$ cat src/hw/rtl/json_token_lexer_macros.svh
// Assertion macros shared by the lexer RTL.
`ifndef JSON_TOKEN_LEXER_MACROS_SVH
`define JSON_TOKEN_LEXER_MACROS_SVH
`ifndef SYNTHESIS
`define JTL_ASSERT(lbl, clk, rst, prop, msg) \
  lbl: assert property (@(posedge clk) disable iff (rst) (prop)) else $error(msg);
`define JTL_ASSERT_NEXT(lbl, clk, rst, ante, cons, msg) \
  lbl: assert property (@(posedge clk) disable iff (rst) (ante) |=> (cons)) else $error(msg);
`else
`define JTL_ASSERT(lbl, clk, rst, prop, msg)
`define JTL_ASSERT_NEXT(lbl, clk, rst, ante, cons, msg)
`endif
`endif

$ cat src/hw/rtl/jtl_pkg.sv
package jtl_pkg;

  typedef enum logic [3:0] {
    M_IDLE = 4'd0,
    M_STR  = 4'd1,
    M_ESC  = 4'd2,
    M_NUM  = 4'd3,
    M_EXPS = 4'd4,
    M_EXPD = 4'd5,
    M_KW   = 4'd6
  } mode_t;

  localparam logic [3:0] TK_LBRACE = 4'd0;
  localparam logic [3:0] TK_RBRACE = 4'd1;
  localparam logic [3:0] TK_LBRACK = 4'd2;
  localparam logic [3:0] TK_RBRACK = 4'd3;
  localparam logic [3:0] TK_COLON  = 4'd4;
  localparam logic [3:0] TK_COMMA  = 4'd5;
  localparam logic [3:0] TK_STRING = 4'd6;
  localparam logic [3:0] TK_INT    = 4'd7;
  localparam logic [3:0] TK_FLOAT  = 4'd8;
  localparam logic [3:0] TK_BOOL   = 4'd9;
  localparam logic [3:0] TK_NULL   = 4'd10;
  localparam logic [3:0] TK_EOF    = 4'd11;
  localparam logic [3:0] TK_ERROR  = 4'd12;
  localparam logic [3:0] TK_NONE   = 4'd0;

  localparam logic [1:0] KW_TRUE  = 2'd0;
  localparam logic [1:0] KW_FALSE = 2'd1;
  localparam logic [1:0] KW_NULL  = 2'd2;

  localparam logic [7:0] CH_NUL    = 8'h00;
  localparam logic [7:0] CH_QUOTE  = 8'h22;
  localparam logic [7:0] CH_BSLASH = 8'h5C;
  localparam logic [7:0] CH_DOT    = 8'h2E;
  localparam logic [7:0] CH_LOW_E  = 8'h65;
  localparam logic [7:0] CH_UP_E   = 8'h45;
  localparam logic [7:0] CH_PLUS   = 8'h2B;
  localparam logic [7:0] CH_MINUS  = 8'h2D;

  localparam int unsigned SHOWN_WIDTH = 16;

  typedef struct packed {
    logic       has_char;
    logic [7:0] char_value;
    logic       token_end;
    logic [3:0] token_kind;
  } result_t;

  typedef struct packed {
    result_t                 res;
    logic [SHOWN_WIDTH-1:0]  errors;
    logic                    last;
  } entry_t;

  typedef struct packed {
    mode_t      mode;
    logic       emit;
    result_t    res;
    logic       kw_start;
    logic [1:0] kw_sel;
    logic       num_start;
  } idle_t;

  typedef struct packed {
    logic       bad;
    logic [7:0] value;
  } esc_t;

  function automatic logic is_digit(input logic [7:0] c);
    return (c >= 8'h30) && (c <= 8'h39);
  endfunction

  function automatic result_t mk_res(input logic has, input logic [7:0] ch,
                                     input logic fin, input logic [3:0] kind);
    result_t r;
    r.has_char   = has;
    r.char_value = ch;
    r.token_end  = fin;
    r.token_kind = kind;
    return r;
  endfunction

  function automatic logic [7:0] kw_char(input logic [1:0] sel, input logic [2:0] pos);
    logic [7:0] ch;
    ch = CH_NUL;
    case ({sel, pos})
      {KW_TRUE, 3'd0}:  ch = "t";
      {KW_TRUE, 3'd1}:  ch = "r";
      {KW_TRUE, 3'd2}:  ch = "u";
      {KW_TRUE, 3'd3}:  ch = "e";
      {KW_FALSE, 3'd0}: ch = "f";
      {KW_FALSE, 3'd1}: ch = "a";
      {KW_FALSE, 3'd2}: ch = "l";
      {KW_FALSE, 3'd3}: ch = "s";
      {KW_FALSE, 3'd4}: ch = "e";
      {KW_NULL, 3'd0}:  ch = "n";
      {KW_NULL, 3'd1}:  ch = "u";
      {KW_NULL, 3'd2}:  ch = "l";
      {KW_NULL, 3'd3}:  ch = "l";
      default:          ch = CH_NUL;
    endcase
    return ch;
  endfunction

  function automatic logic [2:0] kw_len(input logic [1:0] sel);
    return (sel == KW_FALSE) ? 3'd5 : 3'd4;
  endfunction

  function automatic logic [3:0] kw_kind(input logic [1:0] sel);
    return (sel == KW_NULL) ? TK_NULL : TK_BOOL;
  endfunction

  function automatic esc_t esc_decode(input logic [7:0] c);
    esc_t e;
    e.bad   = 1'b0;
    e.value = c;
    case (c) inside
      CH_QUOTE, CH_BSLASH, 8'h2F: e.value = c;
      "b":     e.value = 8'h08;
      "f":     e.value = 8'h0C;
      "n":     e.value = 8'h0A;
      "r":     e.value = 8'h0D;
      "t":     e.value = 8'h09;
      default: e.bad   = 1'b1;
    endcase
    return e;
  endfunction

  // What a byte does when it is seen between tokens.
  function automatic idle_t idle_decode(input logic [7:0] c);
    idle_t d;
    d.mode      = M_IDLE;
    d.emit      = 1'b0;
    d.res       = mk_res(1'b1, c, 1'b1, TK_NONE);
    d.kw_start  = 1'b0;
    d.kw_sel    = KW_TRUE;
    d.num_start = 1'b0;
    case (c) inside
      8'h20, 8'h09, 8'h0A, 8'h0B, 8'h0C, 8'h0D: d.emit = 1'b0;
      "{": begin d.emit = 1'b1; d.res.token_kind = TK_LBRACE; end
      "}": begin d.emit = 1'b1; d.res.token_kind = TK_RBRACE; end
      "[": begin d.emit = 1'b1; d.res.token_kind = TK_LBRACK; end
      "]": begin d.emit = 1'b1; d.res.token_kind = TK_RBRACK; end
      ":": begin d.emit = 1'b1; d.res.token_kind = TK_COLON; end
      ",": begin d.emit = 1'b1; d.res.token_kind = TK_COMMA; end
      CH_QUOTE: d.mode = M_STR;
      "t", "f", "n": begin
        d.mode     = M_KW;
        d.kw_start = 1'b1;
        d.kw_sel   = (c == "t") ? KW_TRUE : ((c == "f") ? KW_FALSE : KW_NULL);
        d.emit     = 1'b1;
        d.res      = mk_res(1'b1, c, 1'b0, TK_NONE);
      end
      CH_NUL: begin
        d.emit = 1'b1;
        d.res  = mk_res(1'b0, CH_NUL, 1'b1, TK_EOF);
      end
      default: begin
        d.emit = 1'b1;
        if (is_digit(c) || (c == CH_MINUS)) begin
          d.mode      = M_NUM;
          d.num_start = 1'b1;
          d.res       = mk_res(1'b1, c, 1'b0, TK_NONE);
        end else begin
          d.res = mk_res(1'b0, c, 1'b1, TK_ERROR);
        end
      end
    endcase
    return d;
  endfunction

endpackage

$ cat src/hw/rtl/jtl_lex.sv
`include "json_token_lexer_macros.svh"

module jtl_lex import jtl_pkg::*; #(
  parameter int ERROR_COUNT_WIDTH = 16
) (
  input  logic                   clk,
  input  logic                   rst,
  input  logic                   step,
  input  logic [7:0]             in_byte,
  output logic                   res0_valid,
  output result_t                res0,
  output logic                   res1_valid,
  output result_t                res1,
  output logic [SHOWN_WIDTH-1:0] errors_seen
);

  mode_t                        mode, mode_next;
  logic [2:0]                   kw_pos, kw_pos_next;
  logic [1:0]                   kw_sel, kw_sel_next;
  logic                         seen_dot, seen_dot_next;
  logic                         float_seen, float_seen_next;
  logic [ERROR_COUNT_WIDTH-1:0] tally, tally_next;

  idle_t      idle;
  esc_t       esc;
  logic [1:0] sel;
  logic [2:0] pos_inc;
  logic       kw_match;
  logic       kw_last;
  logic       num_end;
  logic       relex;
  logic       err;
  logic [ERROR_COUNT_WIDTH+SHOWN_WIDTH-1:0] tally_wide;

  // Shared decode of the byte against the current mode.
  always_comb begin
    idle     = idle_decode(in_byte);
    esc      = esc_decode(in_byte);
    sel      = (kw_sel == 2'd3) ? KW_TRUE : kw_sel;
    pos_inc  = kw_pos + 3'd1;
    kw_match = (kw_pos < kw_len(sel)) && (in_byte == kw_char(sel, kw_pos));
    kw_last  = pos_inc >= kw_len(sel);
    num_end  = 1'b0;
    relex    = 1'b0;
    case (mode) inside
      M_NUM: begin
        num_end = !(is_digit(in_byte) || ((in_byte == CH_DOT) && !seen_dot) ||
                    (in_byte == CH_LOW_E) || (in_byte == CH_UP_E));
        relex   = num_end;
      end
      M_EXPS: begin
        num_end = !(is_digit(in_byte) || (in_byte == CH_PLUS) || (in_byte == CH_MINUS));
        relex   = num_end;
      end
      M_EXPD: begin
        num_end = !is_digit(in_byte);
        relex   = num_end;
      end
      M_STR, M_ESC, M_KW: relex = 1'b0;
      default: relex = 1'b1;
    endcase
  end

  // Next state.
  always_comb begin
    mode_next       = mode;
    kw_pos_next     = kw_pos;
    kw_sel_next     = kw_sel;
    seen_dot_next   = seen_dot;
    float_seen_next = float_seen;
    err             = 1'b0;
    unique case (mode)
      M_STR: begin
        if ((in_byte == CH_QUOTE) || (in_byte == CH_NUL)) begin
          mode_next = M_IDLE;
        end else if (in_byte == CH_BSLASH) begin
          mode_next = M_ESC;
        end
      end
      M_ESC: begin
        mode_next = esc.bad ? M_IDLE : M_STR;
        err       = esc.bad;
      end
      M_NUM: begin
        if (in_byte == CH_DOT && !seen_dot) begin
          seen_dot_next   = 1'b1;
          float_seen_next = 1'b1;
        end else if ((in_byte == CH_LOW_E) || (in_byte == CH_UP_E)) begin
          float_seen_next = 1'b1;
          mode_next       = M_EXPS;
        end
      end
      M_EXPS: begin
        if (!num_end) begin
          mode_next = M_EXPD;
        end
      end
      M_EXPD: mode_next = mode;
      M_KW: begin
        if (kw_match) begin
          kw_pos_next = pos_inc;
          if (kw_last) begin
            mode_next = M_IDLE;
          end
        end else begin
          err       = 1'b1;
          mode_next = M_IDLE;
        end
      end
      default: mode_next = M_IDLE;
    endcase
    if (relex) begin
      mode_next = idle.mode;
      if (idle.kw_start) begin
        kw_sel_next = idle.kw_sel;
        kw_pos_next = 3'd1;
      end
      if (idle.num_start) begin
        seen_dot_next   = 1'b0;
        float_seen_next = 1'b0;
      end
    end
    tally_next = tally;
    if (err && (tally != {ERROR_COUNT_WIDTH{1'b1}})) begin
      tally_next = tally + ERROR_COUNT_WIDTH'(1);
    end
  end

  // Result items.
  always_comb begin
    res0_valid = 1'b0;
    res1_valid = 1'b0;
    res0       = mk_res(1'b1, in_byte, 1'b0, TK_NONE);
    res1       = mk_res(1'b0, CH_NUL, 1'b1, TK_EOF);
    unique case (mode) inside
      M_STR: begin
        if (in_byte == CH_QUOTE) begin
          res0_valid = 1'b1;
          res0       = mk_res(1'b0, CH_NUL, 1'b1, TK_STRING);
        end else if (in_byte == CH_NUL) begin
          res0_valid = 1'b1;
          res0       = mk_res(1'b0, CH_NUL, 1'b1, TK_STRING);
          res1_valid = 1'b1;
        end else if (in_byte != CH_BSLASH) begin
          res0_valid = 1'b1;
        end
      end
      M_ESC: begin
        res0_valid = 1'b1;
        if (!esc.bad) begin
          res0 = mk_res(1'b1, esc.value, 1'b0, TK_NONE);
        end else begin
          res0       = mk_res(1'b0, in_byte, 1'b1, TK_ERROR);
          res1_valid = (in_byte == CH_NUL);
        end
      end
      M_NUM, M_EXPS, M_EXPD: begin
        res0_valid = 1'b1;
        if (num_end) begin
          res0       = mk_res(1'b0, CH_NUL, 1'b1, float_seen ? TK_FLOAT : TK_INT);
          res1_valid = idle.emit;
          res1       = idle.res;
        end
      end
      M_KW: begin
        res0_valid = 1'b1;
        if (kw_match) begin
          res0 = mk_res(1'b1, in_byte, kw_last, kw_last ? kw_kind(sel) : TK_NONE);
        end else begin
          res0       = mk_res(1'b0, in_byte, 1'b1, TK_ERROR);
          res1_valid = (in_byte == CH_NUL);
        end
      end
      default: begin
        res0_valid = idle.emit;
        res0       = idle.res;
      end
    endcase
  end

  // The tally shown with each result saturates at the port width.
  always_comb begin
    tally_wide = {{SHOWN_WIDTH{1'b0}}, tally_next};
    if (tally_wide > (ERROR_COUNT_WIDTH+SHOWN_WIDTH)'({SHOWN_WIDTH{1'b1}})) begin
      errors_seen = {SHOWN_WIDTH{1'b1}};
    end else begin
      errors_seen = tally_wide[SHOWN_WIDTH-1:0];
    end
  end

  always_ff @(posedge clk) begin
    if (rst) begin
      mode       <= M_IDLE;
      kw_pos     <= 3'd0;
      kw_sel     <= KW_TRUE;
      seen_dot   <= 1'b0;
      float_seen <= 1'b0;
      tally      <= '0;
    end else if (step) begin
      mode       <= mode_next;
      kw_pos     <= kw_pos_next;
      kw_sel     <= kw_sel_next;
      seen_dot   <= seen_dot_next;
      float_seen <= float_seen_next;
      tally      <= tally_next;
    end
  end

  `JTL_ASSERT(a_lex_order, clk, rst, res0_valid || !res1_valid, "second result without first")
  `JTL_ASSERT_NEXT(a_lex_tally, clk, rst, step, tally >= $past(tally), "error tally went down")
  `JTL_ASSERT_NEXT(a_lex_hold, clk, rst, !step, mode == $past(mode), "mode moved without a byte")

endmodule

$ cat src/hw/rtl/jtl_outq.sv
`include "json_token_lexer_macros.svh"

module jtl_outq import jtl_pkg::*; (
  input  logic   clk,
  input  logic   rst,
  input  logic   push0,
  input  entry_t entry0,
  input  logic   push1,
  input  entry_t entry1,
  output logic   room2,
  output logic   head_valid,
  output entry_t head,
  input  logic   pop_stall
);

  localparam int unsigned DEPTH = 4;
  localparam int unsigned PW    = $clog2(DEPTH);

  entry_t        mem [DEPTH];
  logic [PW-1:0] wr_ptr, wr_ptr_next;
  logic [PW-1:0] rd_ptr, rd_ptr_next;
  logic [PW:0]   count, count_next;
  logic          pop;
  logic [PW-1:0] wr_ptr_b;

  assign head_valid = (count != '0);
  assign head       = mem[rd_ptr];
  assign pop        = head_valid && !pop_stall;
  assign room2      = (count <= (PW+1)'(DEPTH - 2));
  assign wr_ptr_b   = wr_ptr + 1'b1;

  always_comb begin
    wr_ptr_next = wr_ptr + PW'({1'b0, push0} + {1'b0, push1});
    rd_ptr_next = rd_ptr + PW'(pop);
    count_next  = count + (PW+1)'(push0) + (PW+1)'(push1) - (PW+1)'(pop);
  end

  always_ff @(posedge clk) begin
    if (push0) begin
      mem[wr_ptr] <= entry0;
    end
    if (push1) begin
      mem[wr_ptr_b] <= entry1;
    end
  end

  always_ff @(posedge clk) begin
    if (rst) begin
      wr_ptr <= '0;
      rd_ptr <= '0;
      count  <= '0;
    end else begin
      wr_ptr <= wr_ptr_next;
      rd_ptr <= rd_ptr_next;
      count  <= count_next;
    end
  end

  `JTL_ASSERT(a_q_room, clk, rst, !(push0 && !room2), "push into a queue without room")
  `JTL_ASSERT(a_q_pair, clk, rst, push0 || !push1, "second entry pushed alone")
  `JTL_ASSERT(a_q_count, clk, rst, count <= (PW+1)'(DEPTH), "queue count overflow")

endmodule

$ cat src/hw/rtl/json_token_lexer.sv
// Streaming JSON lexer: one text byte in per transfer, token text out one
// character per transfer.
// The input channel (byte_valid, byte_stall, in_byte) takes one byte of JSON
// text per transfer; a zero byte marks the end of the input and yields an eof
// token. The result channel (res_valid, res_stall and the result fields)
// carries one item per transfer: a text character, a token end with its kind,
// or both. Every byte yields zero, one or two items; last_in_run marks the
// final item of a byte, and errors_seen shows the saturated error tally.
// An accepted byte waits in the input register and is lexed there; its
// items are written into the result queue, whose head is offered on the
// result channel. A byte is taken every cycle while the result queue has
// room for two items; the output drains one item per cycle while
// res_stall is low, so the byte rate follows the item rate, and a byte
// that closes a number and opens another token yields two items.
// When the receiver stalls, the four-entry result queue fills; once it holds
// three or more items a waiting byte is not lexed and byte_stall rises. No
// item is lost or repeated. Reset clears the lexer to the state between
// tokens, zeroes the error tally and empties the queue.
// No item is offered before the first byte after reset.
module json_token_lexer import jtl_pkg::*; #(
  parameter int ERROR_COUNT_WIDTH = 16
) (
  input  logic                   clk,
  input  logic                   rst,
  input  logic                   byte_valid,
  output logic                   byte_stall,
  input  logic [7:0]             in_byte,
  output logic                   res_valid,
  input  logic                   res_stall,
  output logic                   has_char,
  output logic [7:0]             char_value,
  output logic                   token_end,
  output logic [3:0]             token_kind,
  output logic [SHOWN_WIDTH-1:0] errors_seen,
  output logic                   last_in_run
);

  // Input register: holds one byte until the lexer can retire it.
  logic       iv;
  logic [7:0] ib;
  logic       iv_next;
  logic       accept;
  logic       step;
  logic       room2;

  logic                   res0_valid, res1_valid;
  result_t                res0, res1;
  logic [SHOWN_WIDTH-1:0] lex_errors;
  entry_t                 entry0, entry1, head;

  // A byte is lexed when the queue can take both of its possible items.
  assign step       = iv && room2;
  assign byte_stall = iv && !room2;
  assign accept     = byte_valid && !byte_stall;

  always_comb begin
    iv_next = iv;
    if (accept) begin
      iv_next = 1'b1;
    end else if (step) begin
      iv_next = 1'b0;
    end
  end

  always_ff @(posedge clk) begin
    if (rst) begin
      iv <= 1'b0;
    end else begin
      iv <= iv_next;
    end
  end

  always_ff @(posedge clk) begin
    if (accept) begin
      ib <= in_byte;
    end
  end

  jtl_lex #(
    .ERROR_COUNT_WIDTH(ERROR_COUNT_WIDTH)
  ) u_lex (
    .clk        (clk),
    .rst        (rst),
    .step       (step),
    .in_byte    (ib),
    .res0_valid (res0_valid),
    .res0       (res0),
    .res1_valid (res1_valid),
    .res1       (res1),
    .errors_seen(lex_errors)
  );

  // Both items of one byte carry the tally after that byte.
  always_comb begin
    entry0.res    = res0;
    entry0.errors = lex_errors;
    entry0.last   = !res1_valid;
    entry1.res    = res1;
    entry1.errors = lex_errors;
    entry1.last   = 1'b1;
  end

  jtl_outq u_outq (
    .clk       (clk),
    .rst       (rst),
    .push0     (step && res0_valid),
    .entry0    (entry0),
    .push1     (step && res1_valid),
    .entry1    (entry1),
    .room2     (room2),
    .head_valid(res_valid),
    .head      (head),
    .pop_stall (res_stall)
  );

  assign has_char    = head.res.has_char;
  assign char_value  = head.res.char_value;
  assign token_end   = head.res.token_end;
  assign token_kind  = head.res.token_kind;
  assign errors_seen = head.errors;
  assign last_in_run = head.last;

  `JTL_ASSERT_NEXT(a_top_hold, clk, rst, byte_stall, iv && (ib == $past(ib)), "held byte lost")
  `JTL_ASSERT(a_top_stall, clk, rst, !(byte_stall && step), "stall while lexing a byte")
  `JTL_ASSERT_NEXT(a_top_step, clk, rst, step && !accept, !iv, "retired byte still pending")

endmodule
$ cat config.mk
export PLATFORM = sky130hd
export DESIGN_NAME = json_token_lexer
export DESIGN_NICKNAME = d
export VERILOG_FILES = /design/src/hw/rtl/jtl_pkg.sv /design/src/hw/rtl/jtl_lex.sv /design/src/hw/rtl/jtl_outq.sv /design/src/hw/rtl/json_token_lexer.sv
export VERILOG_INCLUDE_DIRS = /design/src /design/src/hw/rtl
export SDC_FILE = /design/constraint.sdc
export NUM_CORES = 1
export LEC_CHECK = 0
export BUFFER_PORTS_ARGS = -buffer_cell sky130_fd_sc_hd__buf_2
export CAP_MARGIN = 30
export CORE_ASPECT_RATIO = 1.1
export CORE_UTILIZATION = 25
export DETAILED_ROUTE_END_ITERATION = 10
export MAX_ROUTING_LAYER = met4
export SYNTH_ARGS = -nofsm -noshare
export SYNTH_HDL_FRONTEND = slang
export SYNTH_SLANG_ARGS = --single-unit
$ cat constraint.sdc
create_clock -name clk -period 10.4 [get_ports clk]
set_clock_uncertainty 0.2 [all_clocks]
set_input_delay 1.04 -clock clk [delete_from_list [all_inputs] [get_ports clk]]
set_output_delay 1.04 -clock clk [all_outputs]
set_load 0.005 [all_outputs]
=== After elaboration in Yosys (flattened, before gate mapping) ===
Memory sizes are Yosys's and may differ from the RTL's. A register that Yosys moved wholly into a read port is not among the register bits.
Index checks and enable logic that the tools add are counted.

* Bits in registers: 43
* Bits in writable memories: 124
* Bits in read-only memories: 224
* Output and inout port bits: 33
* Logic and storage cells: 244
* Memories kept: 2

{| class="wikitable"
|+ Memories
! memory !! depth !! bits a word !! read ports !! clocked after Yosys merged registers in !! write ports !! RTL line !! RTL
|-
| (name not given) || 32 || 7 || 1 || 0 || 0 || jtl_pkg.sv:87 || <nowiki>case ({sel, pos})</nowiki>
|-
| u_outq.mem || 4 || 31 || 1 || 1 || 2 || jtl_outq.sv:19 || <nowiki>entry_t mem [DEPTH];</nowiki>
|}

* $add $sub $neg: 9
* Magnitude comparators: 5
* Equality and inequality tests: 43
* Muxes and demuxes: 137
* Reduce and logical (&&, ||, !) cells: 37

{| class="wikitable"
|+ Operator list
! kind !! number
|-
| 4-bit 2-to-1 mux || 30
|-
| 14-bit 2-to-1 mux || 8
|-
| 10-bit 2-to-1 mux || 10
|-
| 8-bit by 7-bit equality test with 1-bit output (second input constant) || 12
|-
| 8-bit by 6-bit equality test with 1-bit output (second input constant) || 8
|-
| 1-bit 2-to-1 mux || 58
|-
| 14-bit case mux with 4 select lines || 1
|-
| 8-bit 2-to-1 mux || 6
|-
| 8-bit by 4-bit equality test with 1-bit output (second input constant) || 5
|-
| 3-bit 2-to-1 mux || 13
|-
| 4-bit case mux with 6 select lines || 1
|-
| 16-bit by 1-bit adder with 16-bit output (second input constant) || 1
|-
| 16-bit 2-to-1 mux || 1
|-
| 16-bit != test (second input constant) || 1
|-
| 4-bit by 3-bit equality test with 1-bit output (second input constant) || 3
|-
| 2-bit 2-to-1 mux || 6
|-
| 3-bit OR reduction || 4
|-
| 1-bit logical AND || 10
|-
| 4-bit by 2-bit equality test with 1-bit output (second input constant) || 2
|-
| 8-bit equality test || 1
|-
| 8-bit by 6-bit greater-or-equal comparator with 1-bit output (second input constant) || 1
|-
| 8-bit by 6-bit <= comparator with 1-bit output (second input constant) || 1
|-
| 1-bit logical NOT || 8
|-
| 8-bit logical NOT || 1
|-
| 29 further kinds || 39
|}

=== Logic depth before layout (Yosys ltp) ===
Gate-level depths: netlist of the first run.

* Word-level depth: 16
* Depth in mapped cells: 16
* Depth with buffers taken out: 15

=== Cells and area by module ===
From an unflattened synthesis of the first run, not the netlist that was laid out.

* Cells, all modules: 815
* Area total of the unflattened synthesis: 9,761.9 um^2

{| class="wikitable"
|+ By module, submodules not included
! module !! instances !! cells each !! area each (um^2) !! seq. area each (um^2)
|-
| jtl_outq || 1 || 341 || 6,327.3 || 3,863.7
|-
| jtl_lex || 1 || 457 || 3,118.0 || 520.5
|-
| json_token_lexer || 1 || 17 || 316.6 || 260.2
|}

=== Worst setup path after synthesis of the first run ===
Ideal clock, no wire load.

* Path type: register to register
* Start: register ib[4]
* End: register u_outq.count[1]
* Arrival: 3.816 ns
* Data required time: 10.072 ns
* Slack: 6.256 ns
* Cell stages (with the launch flop): 14
* Clock period less this slack: 4.144 ns
* Cell sequence: edfxtp_1 > or4b_1 > or4_4 > nand3_2 > o21a_2 > nor2_2 > or4_4 > nand3_4 > buf_6 > ha_1 > fa_1 > inv_1 > fa_1 > nor2b_1

* Cells in the longest elaborated chain, start to end: 14
* Elaborated cells on any way between the ends: 75
* Those cells by class: add/sub (3); order compare (2); eq/ne (27); mux (27); reduce/logical (16)

{| class="wikitable"
|+ RTL lines
! item !! RTL line !! RTL
|-
| start: declaration || json_token_lexer.sv:40 || <nowiki>logic [7:0] ib;</nowiki>
|-
| start signal: assignment || json_token_lexer.sv:75 || <nowiki>ib <= in_byte;</nowiki>
|-
| 8-bit by 6-bit equality test with 1-bit output || jtl_lex.sv:37, jtl_lex.sv:38, jtl_lex.sv:137 ||
|-
| 1-bit 2-to-1 mux (8 in series) || jtl_pkg.sv:139 || <nowiki>case (c) inside</nowiki>
|-
| 1-bit case mux with 2 select lines / 1-bit 2-to-1 mux (equally long branches) || jtl_lex.sv:135, jtl_lex.sv:159 ||
|-
| 1-bit logical AND / 1-bit case mux with 4 select lines (equally long branches) || json_token_lexer.sv:106, jtl_lex.sv:135 ||
|-
| 3-bit by 1-bit adder with 3-bit output / 1-bit logical AND (equally long branches) || jtl_outq.sv:35, json_token_lexer.sv:108 ||
|-
| 3-bit by 1-bit adder with 3-bit output * || jtl_outq.sv:35 || <nowiki>count_next = count + (PW+1)'(push0) + (PW+1)'(push1) - (PW+1)'(pop);</nowiki>
|-
| 3-bit by 1-bit subtractor with 3-bit output * || jtl_outq.sv:35 ||
|-
| net u_outq.count_next[1] || jtl_outq.sv:22 || <nowiki>logic [PW:0] count, count_next;</nowiki>
|-
| end signal: assignment || jtl_outq.sv:55 || <nowiki>count <= count_next;</nowiki>
|-
| end: declaration || jtl_outq.sv:22 ||
|}

Mark *: on every way through the listed nets, which the timed path passes. The rest lies on a longest branch.
A chain may end at the register's enable or synchronous reset.

==> results of run 1 <==
==> cells in the final DEF (no fill, tap or decap), types with 13 or more instances in the layout <==
cell type	n
a22o_1	13
clkbuf_16	17
a2111oi_0	13
a211oi_1	18
o22ai_1	19
nand3_1	22
o2bb2ai_1	17
ha_1	13
o21ai_0	22
nor3_1	20
inv_1	21
a21oi_1	27
nor2_1	133
nor2b_1	17
mux4_2	31
dfxtp_1	37
nand2_1	45
xnor2_1	31
buf_2	44
edfxtp_1	128
==> registers in the layout (all words and copies together) (netlist names) <==
| name | count |
|---|---|
| u_outq.count | 3 |
| u_lex.seen_dot | 1 |
| u_lex.float_seen | 1 |
| u_outq.wr_ptr | 2 |
| u_lex.kw_sel | 2 |
| u_outq.rd_ptr | 2 |
| u_lex.mode | 3 |
| u_lex.tally | 16 |
| u_lex.kw_pos | 3 |
| iv | 1 |
| u_outq.mem | 124 |
| ib | 8 |
==> layout make-up <==
cell class                      count  area, µm²  share of cell area [%]
Sequential cell                   166       4610                    43.9
Multi-Input combinational cell    596       4300                    41.0
Tap cell                          487        609                    5.81
Clock buffer                       18        429                    4.09
Timing Repair Buffer               55        318                    3.03
Clock inverter                     13        131                    1.25
Inverter                           22       82.6                   0.788
Antenna cell                        2       5.00                  0.0477
==> cell families after synthesis <==
kind of cell / share of synthesized area, %
flops: 49.9
fa+ha+maj: 2.41
compound gates: 15.5
xor+xnor: 3.51
simple gates: 15.9
mux: 9.12
buf+inv: 3.71
==> final timing paths <==
| kind | from | endpoint | slack, ns |
|---|---|---|---|
| worst min-delay path | u_outq.mem[1][0] | u_outq.mem[1][0] | 0.29 |
| worst min register to register | u_outq.mem[1][0] | u_outq.mem[1][0] | 0.29 |
| worst max register to register | ib[4] | u_outq.mem[3][21] | 5.32 |
| worst max-delay path | ib[4] | u_outq.mem[3][21] | 5.32 |
==> metal layers <==
metal	vias to the layer above	global-route usage (%)	part of all wire, %
met1	3250	16.8	46
met4	0	4.99	2.3
met3	33	2.59	4.5
met5	-	-	0
li1	3227	-	-
met2	168	20.0	47
==> stage by stage <==
stage	utilization, %	std cells	setup slack [ns]	hold slack (ns)
2_1_floorplan	-	839	6.26	0.236
3_3_place_gp	27.2	1323	4.97	0.281
3_5_place_dp	27.2	1323	4.83	0.278
4_1_cts	28.8	1354	4.82	0.287
5_1_grt	28.9	1359	5.01	0.329
6_report	28.9	1359	5.32	0.288
==> power by group through the flow <==
stage	Clock, µW	Sequential [µW]	Combinational [µW]
after detailed placement	0	832	489
after global placement	0	829	485
final	611	818	483
after global routing	646	826	540
after floorplan	0	797	360
after CTS	620	818	491
==> worst max-delay path, cell delays in order (launching register included) <==
cell      delay [ns]
edfxtp_1        0.71
or4b_1          0.69
or4_4           0.51
nand3_2         0.11
o21a_2          0.37
nor2_2          0.10
o41ai_2         0.40
nor2_1          0.16
buf_4           0.22
o21ai_4         0.49
inv_1           0.49
buf_4           0.34
==> results.toml, run 1 <==
[run_status]
status = "complete, no violations"

[drt]
drtIter0Drc = 541
avgViaCountPerCell = 4.91
post_drt_wl_per_cell_um = 16.9
drc_errors = 0
vias = 6678
wl_um = 22900
antenna_left = 0
first_pass_iters = 5

[clocking]
postCtsHoldBufs = 0
clockBufferDepth = 2
clk_pin_slew_worst_paths_ns = 0.06
post_cts_resized = 0
clock_sinks = 166
post_cts_buffers = 0
clk_latency_ns = 0.44
cts_made_buffers = 17
cts-htree-levels = 4
cts_tree = "yes"
root_buffer = "clkbuf_16"

[logic_synthesis]
syn_avg_cell_area_um2 = 11.0
post_synth_num_cell_types = 78
synth_area_leaders = "edfxtp_1, dfxtp_1, mux4_2, nor2_1, xnor2_1"
yosysTopAreaCellShare_pct = 41.6
ys_seq_area_share_pct = 49.9
postSynth.asyncResetShare_pct = 0
post_synth_instance_area_mm2 = 0.00923
synth_top_cell_by_area = "edfxtp_1"
synthFlopType = "edfxtp_1"
yosys-top-cells-count = "nor2_1, edfxtp_1, nand2_1, dfxtp_1"
yosysMostFrequentCell = "nor2_1"
yosys_warnings = 0
synth_edf_count = 128
netlist_instances = 839
synth_fp_nets = 867
ys_ff_latch = 166

[critical_path]
worstSetupPathType = "flop to flop"
required_ns = 10.38
start_kind = "flop"
ff2ff_path_depth = 11
crit_fanout = 24
cp-end-kind = "flop"
worst_ep_arrival_time_ns = 5.06

[placed_design]
gp_congestion = 0.922
port-buffer-count = 44
dpl_cell_area_mm2 = 0.00988
dpl.hpwl_um = 16700

[global_routing]
gr-usage-all-layers_pct = 13.0
grt_max_degree = 33
grt_pass1_wl_um = 36900
grt-ovfl-total = 0
grt_pass1_vias = 6576
antenna_found_initial = 2

[timing]
fin_crit_sh_pct = 48.8
finalHoldViolations = 0
finalCriticalPeriod_ns = 5.08
max_freq_mhz = 197
tightest_slew_ns = 1.00
slew_headroom_pct = 32.4
rsz0062_at_grt = "no"
tns_ns = 0
slew_viol_final = 0
setup_viol = 0

[pwr]
ir_worst_vdd_mv = 0.127
power.total_uw = 1910
pwr-share-comb_pct = 25.3
internal-power_uw = 1330
leakage_uw = 0.00326
power_frac_clock_pct = 32.0
switching_share_pct = 30.4
switchingPower_uw = 581
pwr-share-seq_pct = 42.8
p_per_area_mw_per_mm2 = 182

[hold_path]
hp-class = "flop to flop"
hold_depth = 2

[floorplanning]
io_pins = 45
start_util_pct = 25.5
die_w_um = 185
rows = 73
die-area_mm2 = 0.0377
coreArea_mm2 = 0.0363
die_y_um = 204

[finish]
layout-drive-gt1-share_pct = 16.2
fin_area_mm2 = 0.0105
fillers = 3710
final_nets = 886
area_growth_pct = 13.5

[job]
maxCapViolCount = 0
(Power assumes the default switching activity.)
==> run 2: changes to the inputs <==
ABC_AREA = 1   (was not set)
clock period = 4.5 ns   (was 10.4 ns; I/O delays follow)
==> results.toml, run 2 <==
[clocking]
clk_pin_slew_worst_paths_ns = 0.07
clk_latency_ns = 0.46
post_cts_resized = 0
postCtsHoldBufs = 7
cts-htree-levels = 4
root_buffer = "clkbuf_16"
cts_made_buffers = 17
clock_sinks = 166
post_cts_buffers = 0
cts_tree = "yes"
clockBufferDepth = 2

[logic_synthesis]
yosys_warnings = 0
yosys-top-cells-count = "nand2_1, nor2_1, edfxtp_1, inv_1, o21ai_0"
synth_compound_area_share_pct = 9.59
yosysTopAreaCellShare_pct = 37.4
ys_seq_area_share_pct = 44.8
post_synth_num_cell_types = 47
postSynth.asyncResetShare_pct = 0
synth_top_family_by_area = "simple AND/OR/NAND/NOR gates"
netlist_instances = 1344
syn_avg_cell_area_um2 = 7.65
yosysMostFrequentCell = "nand2_1"
synth_fa_ha_area_share_pct = 2.17
post_synth_instance_area_mm2 = 0.0103
synth_edf_count = 128
synth_fp_nets = 1372
synth_area_leaders = "edfxtp_1, nand2_1, dfxtp_1, nor2_1, o21ai_0"
synth-xor-area-share_pct = 1.45
synthFlopType = "edfxtp_1"
synth_mux_area_share_pct = 0
synth_top_cell_by_area = "edfxtp_1"
ys_ff_latch = 166
yosys.area_share.simple_pct = 34.2

[pwr]
switching_share_pct = 38.8
internal-power_uw = 3240
p_per_area_mw_per_mm2 = 453
pwr-share-comb_pct = 36.0
leakage_uw = 0.00510
ir_worst_vdd_mv = 0.279
power_frac_clock_pct = 27.5
pwr-share-seq_pct = 36.5
switchingPower_uw = 2060

[timing]
finalCriticalPeriod_ns = 3.71
slew_viol_final = 0
tns_ns = 0
holdWs_ns = 0.0727
layout_setup_ws_ns = 0.795
rsz0062_at_grt = "no"
slew_headroom_pct = 52.8
finalHoldViolations = 0
setup_viol = 0
max_freq_mhz = 270
fin_crit_sh_pct = 82.3
tightest_slew_ns = 0.708

[global_routing]
grt_max_degree = 64
grt_pass1_wl_um = 47900
antenna_found_initial = 2
grt_pass1_vias = 8641
grt-ovfl-total = 0
gr-usage-all-layers_pct = 15.1

[finish]
fin_util_pct = 29.0
final_common_cell = "nand2_1"
largest_register_ffs = 124
fillers = 4280
regMostFlops = "u_outq.mem"
fin_area_mm2 = 0.0117
largestRegisters = "u_outq.mem: 124 flops, u_lex.tally: 16 flops, ib: 8 flops"
layout_common_cells = "nand2_1, nor2_1, edfxtp_1, inv_1, o21ai_0"
final_nets = 1408
layout-drive-gt1-share_pct = 11.8
area_growth_pct = 13.7

[drt]
vias = 8956
drc_errors = 0
wl_um = 29900
antenna_left = 0
post_drt_wl_per_cell_um = 15.7
drtIter0Drc = 666
first_pass_iters = 5
avgViaCountPerCell = 4.69

[floorplanning]
die_y_um = 215
die-area_mm2 = 0.0419
coreArea_mm2 = 0.0404
io_pins = 45
rows = 77
start_util_pct = 25.5
die_w_um = 195

[placed_design]
dpl.hpwl_um = 20400
gp_congestion = 0.946
port-buffer-count = 44
dpl_cell_area_mm2 = 0.0110
dp_slack_ns = 0.796

[job]
maxCapViolCount = 0

[critical_path]
crit_fanout = 9
required_ns = 4.62
worstSetupPathType = "flop to flop"
path_cells = "inv_1 > ha_1 > inv_1 > nand2_1 > nand2_1 > nand2_1 > a21oi_1 > nand2_1 > nor2_2 > nand2_2 > nand3_2 > nand3_4 > nand2_1 > ha_1 > fa_1 > inv_1 > fa_1 > inv_1 > nor2_1"
crit_path_top_delay_cell = "dfxtp_1"
start_kind = "flop"
cp_common_cell = "nand2_1"
worst_ep_arrival_time_ns = 3.82
cp-end-kind = "flop"
r2r_slack_ns = 0.79
max_stage_delay_ns = 0.44

[run_status]
status = "complete, no violations"

[hold_path]
hp-class = "primary input to flop"
==> run 2: cell types whose count changed after synthesis, sizes merged, moves of 14 or more <==
cell,previous run,this run
nand2,45,512
inv,22,119
nand3,24,86
o21ai,25,86
mux4,31,0
xnor2,31,1
a211oi,19,1
nor2b,17,0
o2bb2ai,17,0
nand4,4,20
a21oi,27,41
==> run 2: cell type report <==
class	count	area (µm²)	area share (%)
antenna	2	5.00	0.0428
clock buffer	20	437	3.74
clock inverter	12	131	1.12
inverter	123	472	4.04
multi-input combinational	1000	4870	41.7
sequential	166	4610	39.4
tap	513	642	5.49
timing repair buffer	72	520	4.45
==> run 2: cell families after synthesis <==
kind of cell,count (synthesis)
AOI/OAI and AO/OA,178
xor gates and xnor gates,17
adders and majority gates,16
buffers and inverters,178
DFF,166
and+or+nand+nor,789
==> run 2: worst paths after layout <==
| check | depth (start not counted) | start | endpoint |
|---|---|---|---|
| min reg2reg | 2 | u_outq.mem[1][0] | u_outq.mem[1][0] |
| max | 19 | u_lex.kw_pos[0] | u_outq.count[1] |
| max reg2reg | 19 | u_lex.kw_pos[0] | u_outq.count[1] |
| min | 3 | byte_valid | iv |
==> run 2: routing by layer <==
metal  track usage, %  up-vias  wire length [µm]
li1                 -     4487                 -
met1             18.5     4244             13500
met2             25.2      189             14700
met3             2.37       36              1210
met4             5.30        0               527
met5                -        -                 0
==> run 2: per-stage QoR <==
step           total power, µW  cells
3_5_place_dp              3880   1866
6_report                  5290   1908
4_1_cts                   5340   1905
2_1_floorplan             3220   1344
3_3_place_gp              3850   1865
5_1_grt                   5610   1908
==> run 2: power groups by stage <==
| stage | sequential (µW) | combinational, µW | clock, µW |
|---|---|---|---|
| after floorplan | 1940 | 1280 | 0 |
| after global placement | 1960 | 1890 | 0 |
| after detailed placement | 1970 | 1910 | 0 |
| after CTS | 1930 | 1930 | 1480 |
| after global routing | 1950 | 2120 | 1540 |
| final | 1930 | 1910 | 1450 |
==> run 2: critical path, delay by kind of cell, from the launching register on <==
| family | cells | cell delay, ns |
|---|---|---|
| fa+ha+maj | 4 | 1.33 |
| simple gates | 10 | 1.11 |
| flops | 1 | 0.44 |
| buf+inv | 4 | 0.36 |
| compound gates | 1 | 0.12 |
